## src/sv/sidm_pkg.sv

```systemverilog
// Shared types and constants for the sorted identifier list merge.
package sidm_pkg;

    localparam int LIST_DEPTH_DEF = 32;
    localparam int ID_W = 32;

    typedef struct packed {
        logic            list_select;
        logic [ID_W-1:0] row_id;
        logic            id_present;
        logic            list_end;
    } sidm_in_t;

    typedef struct packed {
        logic [ID_W-1:0] result_id;
        logic            is_empty;
        logic            overflowed;
        logic            last_result;
    } sidm_out_t;

    typedef enum logic [1:0] {
        S_LOAD,
        S_READ,
        S_CMP
    } sidm_state_t;

    localparam logic OP_INTERSECT = 1'b0;
    localparam logic OP_UNION     = 1'b1;

endpackage

```

## src/sv/sidm_store.sv

```systemverilog
// Identifier store: one write port, one read port with registered read data.
module sidm_store
    import sidm_pkg::*;
#(
    parameter int DEPTH = LIST_DEPTH_DEF,
    localparam int ADDR_W = (DEPTH > 1) ? $clog2(DEPTH) : 1
) (
    input  logic              aclk,
    input  logic              wr_en,
    input  logic [ADDR_W-1:0] wr_addr,
    input  logic [ID_W-1:0]   wr_data,
    input  logic [ADDR_W-1:0] rd_addr,
    output logic [ID_W-1:0]   rd_data
);

    logic [ID_W-1:0] mem [DEPTH];
    logic [ID_W-1:0] rd_data_reg;

    always_ff @(posedge aclk) begin
        if (wr_en) begin
            mem[wr_addr] <= wr_data;
        end
    end

    always_ff @(posedge aclk) begin
        rd_data_reg <= mem[rd_addr];
    end

    assign rd_data = rd_data_reg;

endmodule

```

## src/sv/sorted_id_list_merge.sv

```systemverilog
// Top level of the sorted identifier list merge (intersection or union).
//
// Input channel s_valid/s_ready/s_data carries list items; each names the
// left or right list, an identifier, whether it holds a value and whether it
// ends that list. Loading takes one transfer per cycle into two stores of
// LIST_DEPTH words; elements beyond that depth are dropped and flagged.
// The transfer that ends the second list starts the merge: s_ready falls,
// the S_READ state primes the store reads, then the two-pointer walk, fed
// by the registered read of each store, takes at most left_count +
// right_count steps, and the finishing step moves the final result into
// the output register. Results leave on m_valid/m_ready/m_data in
// ascending order through an output register, one result held back so the
// final one carries last_result. An empty result gives one marker transfer.
// op_reg (cfg_wr_en/cfg_wr_data) selects intersect (0) or union (1).
// A stalled receiver holds the walk; loading resumes after the last result
// has entered the output register. Reset clears counts, pointers, end flags,
// the overflow flag and m_valid; store contents and m_data stay undefined.
module sorted_id_list_merge
    import sidm_pkg::*;
#(
    parameter int LIST_DEPTH = LIST_DEPTH_DEF
) (
    input  logic      aclk,
    input  logic      aresetn,
    input  logic      s_valid,
    output logic      s_ready,
    input  sidm_in_t  s_data,
    output logic      m_valid,
    input  logic      m_ready,
    output sidm_out_t m_data,
    input  logic      cfg_wr_en,
    input  logic      cfg_wr_data
);

    localparam int ADDR_W = (LIST_DEPTH > 1) ? $clog2(LIST_DEPTH) : 1;
    localparam int CNT_W  = $clog2(LIST_DEPTH + 1);
    localparam logic [CNT_W-1:0] DEPTH_C = CNT_W'(LIST_DEPTH);

    sidm_state_t state_reg, state_next;

    logic             op_reg;
    logic [CNT_W-1:0] lcount_reg, lcount_next, rcount_reg, rcount_next;
    logic             ldone_reg, ldone_next, rdone_reg, rdone_next;
    logic             ovf_reg, ovf_next;
    logic [CNT_W-1:0] li_reg, li_next, ri_reg, ri_next;
    logic             pend_valid_reg, pend_valid_next;
    logic [ID_W-1:0]  pend_id_reg, pend_id_next;
    logic             out_valid_reg, out_valid_next;
    sidm_out_t        out_data_reg, out_data_next;

    logic            s_fire, out_free, finish;
    logic            lwr_en, rwr_en;
    logic [ID_W-1:0] ldata, rdata;
    logic            lv, rv;

    sidm_store #(.DEPTH(LIST_DEPTH)) u_left (
        .aclk    (aclk),
        .wr_en   (lwr_en),
        .wr_addr (lcount_reg[ADDR_W-1:0]),
        .wr_data (s_data.row_id),
        .rd_addr (li_next[ADDR_W-1:0]),
        .rd_data (ldata)
    );

    sidm_store #(.DEPTH(LIST_DEPTH)) u_right (
        .aclk    (aclk),
        .wr_en   (rwr_en),
        .wr_addr (rcount_reg[ADDR_W-1:0]),
        .wr_data (s_data.row_id),
        .rd_addr (ri_next[ADDR_W-1:0]),
        .rd_data (rdata)
    );

    assign s_ready  = (state_reg == S_LOAD);
    assign s_fire   = s_valid && s_ready;
    assign out_free = !out_valid_reg || m_ready;
    assign lv       = (li_reg < lcount_reg);
    assign rv       = (ri_reg < rcount_reg);
    assign finish   = (state_reg == S_CMP) && out_free &&
                      ((!lv && !rv) || ((op_reg == OP_INTERSECT) && (!lv || !rv)));

    assign lwr_en = s_fire && !s_data.list_select && !ldone_reg && s_data.id_present &&
                    (lcount_reg < DEPTH_C);
    assign rwr_en = s_fire && s_data.list_select && !rdone_reg && s_data.id_present &&
                    (rcount_reg < DEPTH_C);

    always_comb begin
        state_next = state_reg;
        unique case (state_reg)
            S_LOAD: begin
                if (ldone_next && rdone_next) begin
                    state_next = S_READ;
                end
            end
            S_READ: begin
                state_next = S_CMP;
            end
            S_CMP: begin
                if (finish) begin
                    state_next = S_LOAD;
                end
            end
            default: begin
                state_next = S_LOAD;
            end
        endcase
    end

    always_comb begin
        logic            emit;
        logic [ID_W-1:0] cand;
        logic            adv_l, adv_r;

        emit            = 1'b0;
        cand            = '0;
        adv_l           = 1'b0;
        adv_r           = 1'b0;
        lcount_next     = lcount_reg;
        rcount_next     = rcount_reg;
        ldone_next      = ldone_reg;
        rdone_next      = rdone_reg;
        ovf_next        = ovf_reg;
        li_next         = li_reg;
        ri_next         = ri_reg;
        pend_valid_next = pend_valid_reg;
        pend_id_next    = pend_id_reg;
        out_valid_next  = out_valid_reg && !m_ready;
        out_data_next   = out_data_reg;

        if (s_fire) begin
            if (!s_data.list_select && !ldone_reg) begin
                if (s_data.id_present) begin
                    if (lcount_reg < DEPTH_C) begin
                        lcount_next = lcount_reg + 1'b1;
                    end else begin
                        ovf_next = 1'b1;
                    end
                end
                ldone_next = ldone_reg || s_data.list_end;
            end
            if (s_data.list_select && !rdone_reg) begin
                if (s_data.id_present) begin
                    if (rcount_reg < DEPTH_C) begin
                        rcount_next = rcount_reg + 1'b1;
                    end else begin
                        ovf_next = 1'b1;
                    end
                end
                rdone_next = rdone_reg || s_data.list_end;
            end
        end

        if (state_reg == S_CMP) begin
            if (finish) begin
                out_valid_next            = 1'b1;
                out_data_next.result_id   = pend_valid_reg ? pend_id_reg : '0;
                out_data_next.is_empty    = !pend_valid_reg;
                out_data_next.overflowed  = ovf_reg;
                out_data_next.last_result = 1'b1;
                lcount_next     = '0;
                rcount_next     = '0;
                ldone_next      = 1'b0;
                rdone_next      = 1'b0;
                ovf_next        = 1'b0;
                li_next         = '0;
                ri_next         = '0;
                pend_valid_next = 1'b0;
            end else if (!(!lv && !rv) && !((op_reg == OP_INTERSECT) && (!lv || !rv))) begin
                if (lv && rv) begin
                    if (ldata == rdata) begin
                        emit  = 1'b1;
                        cand  = ldata;
                        adv_l = 1'b1;
                        adv_r = 1'b1;
                    end else if (ldata < rdata) begin
                        emit  = (op_reg == OP_UNION);
                        cand  = ldata;
                        adv_l = 1'b1;
                    end else begin
                        emit  = (op_reg == OP_UNION);
                        cand  = rdata;
                        adv_r = 1'b1;
                    end
                end else if (lv) begin
                    emit  = 1'b1;
                    cand  = ldata;
                    adv_l = 1'b1;
                end else begin
                    emit  = 1'b1;
                    cand  = rdata;
                    adv_r = 1'b1;
                end

                // hold the step while the held result cannot move on
                if (emit && pend_valid_reg && !out_free) begin
                    adv_l = 1'b0;
                    adv_r = 1'b0;
                end else if (emit) begin
                    if (pend_valid_reg) begin
                        out_valid_next            = 1'b1;
                        out_data_next.result_id   = pend_id_reg;
                        out_data_next.is_empty    = 1'b0;
                        out_data_next.overflowed  = ovf_reg;
                        out_data_next.last_result = 1'b0;
                    end
                    pend_valid_next = 1'b1;
                    pend_id_next    = cand;
                end
                if (adv_l) begin
                    li_next = li_reg + 1'b1;
                end
                if (adv_r) begin
                    ri_next = ri_reg + 1'b1;
                end
            end
        end
    end

    always_ff @(posedge aclk) begin
        if (!aresetn) begin
            state_reg      <= S_LOAD;
            op_reg         <= OP_INTERSECT;
            lcount_reg     <= '0;
            rcount_reg     <= '0;
            ldone_reg      <= 1'b0;
            rdone_reg      <= 1'b0;
            ovf_reg        <= 1'b0;
            li_reg         <= '0;
            ri_reg         <= '0;
            pend_valid_reg <= 1'b0;
            out_valid_reg  <= 1'b0;
        end else begin
            state_reg      <= state_next;
            if (cfg_wr_en) begin
                op_reg <= cfg_wr_data;
            end
            lcount_reg     <= lcount_next;
            rcount_reg     <= rcount_next;
            ldone_reg      <= ldone_next;
            rdone_reg      <= rdone_next;
            ovf_reg        <= ovf_next;
            li_reg         <= li_next;
            ri_reg         <= ri_next;
            pend_valid_reg <= pend_valid_next;
            out_valid_reg  <= out_valid_next;
        end
    end

    always_ff @(posedge aclk) begin
        pend_id_reg  <= pend_id_next;
        out_data_reg <= out_data_next;
    end

    assign m_valid = out_valid_reg;
    assign m_data  = out_data_reg;

    a_empty_is_last: assert property (@(posedge aclk) disable iff (!aresetn)
        (m_valid && m_data.is_empty) |-> m_data.last_result)
        else $error("empty marker without last_result");

    a_ptr_bound: assert property (@(posedge aclk) disable iff (!aresetn)
        (state_reg == S_CMP) |-> ((li_reg <= lcount_reg) && (ri_reg <= rcount_reg)))
        else $error("merge pointer beyond stored count");

    a_job_clear: assert property (@(posedge aclk) disable iff (!aresetn)
        finish |=> ((lcount_reg == '0) && (rcount_reg == '0) && !ldone_reg && !rdone_reg
                    && !pend_valid_reg && m_valid && m_data.last_result))
        else $error("job state not cleared after final result");

    a_no_load_in_merge: assert property (@(posedge aclk) disable iff (!aresetn)
        (state_reg != S_LOAD) |-> (!lwr_en && !rwr_en))
        else $error("store write during merge");

endmodule
```

## config.mk

```make
export PLATFORM = sky130hd
export DESIGN_NAME = sorted_id_list_merge
export DESIGN_NICKNAME = d
export VERILOG_FILES = /design/src/sv/sidm_pkg.sv /design/src/sv/sidm_store.sv /design/src/sv/sorted_id_list_merge.sv
export SDC_FILE = /design/constraint.sdc
export NUM_CORES = 2
export LEC_CHECK = 0
export BUFFER_PORTS_ARGS = -buffer_cell sky130_fd_sc_hd__buf_2
export CELL_PAD_IN_SITES_DETAIL_PLACEMENT = 1
export CELL_PAD_IN_SITES_GLOBAL_PLACEMENT = 1
export CORE_MARGIN = 1.5
export CORE_UTILIZATION = 25
export CTS_CLUSTER_DIAMETER = 100
export DETAILED_ROUTE_END_ITERATION = 10
export PLACE_DENSITY_LB_ADDON = 0.1
export SYNTH_ARGS = -nofsm -noshare
export SYNTH_HDL_FRONTEND = slang
export SYNTH_SLANG_ARGS = --single-unit
export TNS_END_PERCENT = 50
```

## constraint.sdc

```tcl
create_clock -name aclk -period 10.7 [get_ports aclk]
set_clock_uncertainty 0.2 [all_clocks]
set_input_delay 3.21 -clock aclk [delete_from_list [all_inputs] [get_ports aclk]]
set_output_delay 3.21 -clock aclk [all_outputs]
set_load 0.01 [all_outputs]
```

==> out/metrics.cfg <==
[timing]
finalSetupViolCount = 0
tightest_slew_ns = 1.28
hold_slack_ns = 0.243
final_hold_viol_count = 0
fin_crit_sh_pct = 70.2
rsz0062_at_grt = false
timing.final.ws_setup_ns = 3.19
setup_tns_ns = 0
final.min_clock_period_ns = 7.51
fmax_ghz = 0.133
slew_violations = 0
slew_headroom_pct = 13.9

[clocking]
h-tree-depth = 5
clock_latency_ns = 0.88
clk_path_buf_depth = 4
clkTransAtPathRegs_ns = 0.05
cts_sinks = 2211
cts-root-buf = clkbuf_16
cts_resized = 0
numCtsBuffers = 274
cts_tree = done
post-cts-setup-buffers = 0
cts_hold_buf = 0

[place]
routabilityCongestion = 0.781
placedCellCount = 9996
pre_cts_ws_ns = 2.22
dpl.hpwl_um = 192000
postPlaceCellArea_um2 = 94500
io_buffers = 77

[yosys]
yosys.area.top_type = edfxtp_1
synth-compound-area-share_pct = 5.62
synth_area_leaders = edfxtp_1 73%, mux2i_1 9.2%, dfxtp_1 2.2%
synth_top_family_by_area = multiplexers
synth_fa_ha_area_share_pct = 0.743
synthXorXnorAreaFrac_pct = 0.0900
ys_async_sr_fraction_pct = 0
yosys.area.top_type_share_pct = 72.6
syn_inst = 5436
synth_simple_gate_area_share_pct = 5.69
synth_top_flop_cell = edfxtp_1
ys_seq_area_share_pct = 74.7
synth_most_common_cell = edfxtp_1
synthesis.area_um2 = 87500
syn_nets = 5529
synthesis.area_per_instance_um2 = 16.1
synth.top_cells.by_count = 2115 x edfxtp_1, 807 x mux2i_1, 463 x nand2_1, 254 x nand3_1, 193 x o22ai_1
synth_warnings = 0
synth-seq-cells = 2211
synth.area.mux_share_pct = 10.9
synth-edff-count = 2115
synthDistinctLibCells = 63

[finish]
fin_util_pct = 29.5
area_growth_pct = 17.4
seq_area_um2 = 65400
drive_gt1_share_pct = 14.7
layoutNonFillerInstCount = 10500
nNetsFinal = 5766
final_cell_area_um2 = 103000
fillCellCount = 36100
multiInputGateArea_um2 = 21000

[setup_path]
r2r-start = u_left.rd_data[17]
critical_path_required_ns = 11.31
reg2reg_setup_slack_ns = 3.84
worstSetupPathType = input port to register
max_stage_delay_ns = 1.09
critical_path.cell_chain = buf_2, nand2b_1, buf_4, nand4_1, nand2_1, mux2_8, buf_12, mux2_2, o22ai_1, nor4_2, buf_4, a31oi_1, nand3_1
arrival_ns = 8.12
worst-path-max-fanout = 67
cp-start-kind = input port
cp_slowest_cell = nor4_2
worst_path_most_repeated_cell = buf_4
timing.rr.end = u_left.rd_data[8]
cp-end-kind = register
rr_worst_depth = 14

[global_routing]
antenna_found_initial = 19
grt_max_degree = 116
grt_pass1_wl_um = 448000
grt_overflow = 0
groute.usage.overall_pct = 18.1
grt_pass1_vias = 52400

[min_path]
holdPathStages = 0
hold_class = register to register
min_from = ovf_reg
min_to = m_data[1]

[route]
dr.pass1.iters = 5
via_per_inst = 4.72
antenna_left = 0
drt_iter0_markers = 3598
post-route-drc-count = 0
routed_wl_um = 325000
vias = 49600
post_drt_wl_per_cell_um = 31.0

[job]
drv_cap = 0

[floorplan]
fp.dieH_um = 595
die_area_um2 = 354000
rows = 217
die_w_um = 595
start_util_pct = 25.1
core_area_um2 = 349000
ioPinCount = 78

[pwr]
peakVddDrop_mv = 0.107
power_mw = 18.6
cellPowerDensity_nw_per_um2 = 181
p_leak_nw = 33.3

[run_status]
status = finished clean

[worst max path at each step]
stage	to	slack, ns	start
2_1_floorplan	m_data[0]	3.99	m_ready
3_3_place_gp	u_right.rd_data[3]	2.22	m_ready
3_5_place_dp	u_right.rd_data[3]	2.22	m_ready
4_1_cts	u_right.rd_data[3]	3.20	m_ready
5_1_grt	u_right.rd_data[3]	3.06	m_ready
6_report	u_left.rd_data[8]	3.19	m_ready
[layout make-up]
class | count | area share (%)
flip-flops and latches | 2211 | 63.6
multi-input cells | 2831 | 20.4
clock buffers | 372 | 7.21
well taps | 4599 | 5.60
repair buffers | 274 | 1.99
clock inverters | 117 | 0.822
inverters | 81 | 0.296
diodes | 19 | 0.0462
[worst max-delay path, delay by kind of cell]
| family | cells | cell delay [ns] |
|---|---|---|
| buffers and inverters | 4 | 0.89 |
| AND/OR/NAND/NOR | 5 | 2.77 |
| AO/OA/AOI/OAI | 2 | 0.17 |
| multiplexers | 2 | 0.87 |
[power breakdown]
part	switching [mW]	leakage (nW)	internal (mW)
sequential	0.0207	19.8	9.50
clock	3.72	4.03	5.03
combinational	0.251	9.46	0.0453
[cell families after synthesis]
| logic type | Yosys count |
|---|---|
| flip-flops | 2211 |
| XOR/XNOR | 9 |
| adder cells (fa/ha/maj) | 52 |
| multiplexers | 937 |
| AO/OA/AOI/OAI | 746 |
| buffers and inverters | 394 |
| AND/OR/NAND/NOR | 1087 |
[cells in the final DEF (no fill, tap or decap), types with 14 or more instances in the layout]
cell type and n:
a211oi_1 67, a21boi_0 31, a21oi_1 150, a311oi_1 31, a31oi_1 63, a32oi_1 62, and3_1 32, buf_12 14
buf_2 75, buf_4 185, clkbuf_1 85, clkbuf_16 279, clkinv_1 51, clkinv_2 34, dfxtp_1 95, diode_2 19
edfxtp_1 2115, ha_1 52, inv_1 81, inv_6 15, mux2_2 127, mux2i_1 805, nand2_1 458, nand3_1 254
nor2_1 77, nor2_4 67, nor2b_1 38, nor4_1 59, o211ai_1 36, o21ai_0 70, o22ai_1 193, or2_1 21
[routing by layer]
| metal | GRT usage (%) | routed length (µm) | vias up |
|---|---|---|---|
| met4 | 3.44 | 6430 | 0 |
| met5 | 0 | 0 | - |
| met1 | 24.9 | 152000 | 26700 |
| met2 | 30.5 | 157000 | 849 |
| li1 | - | - | 21800 |
| met3 | 2.14 | 11000 | 340 |
Power figures use the tool's default switching activity.
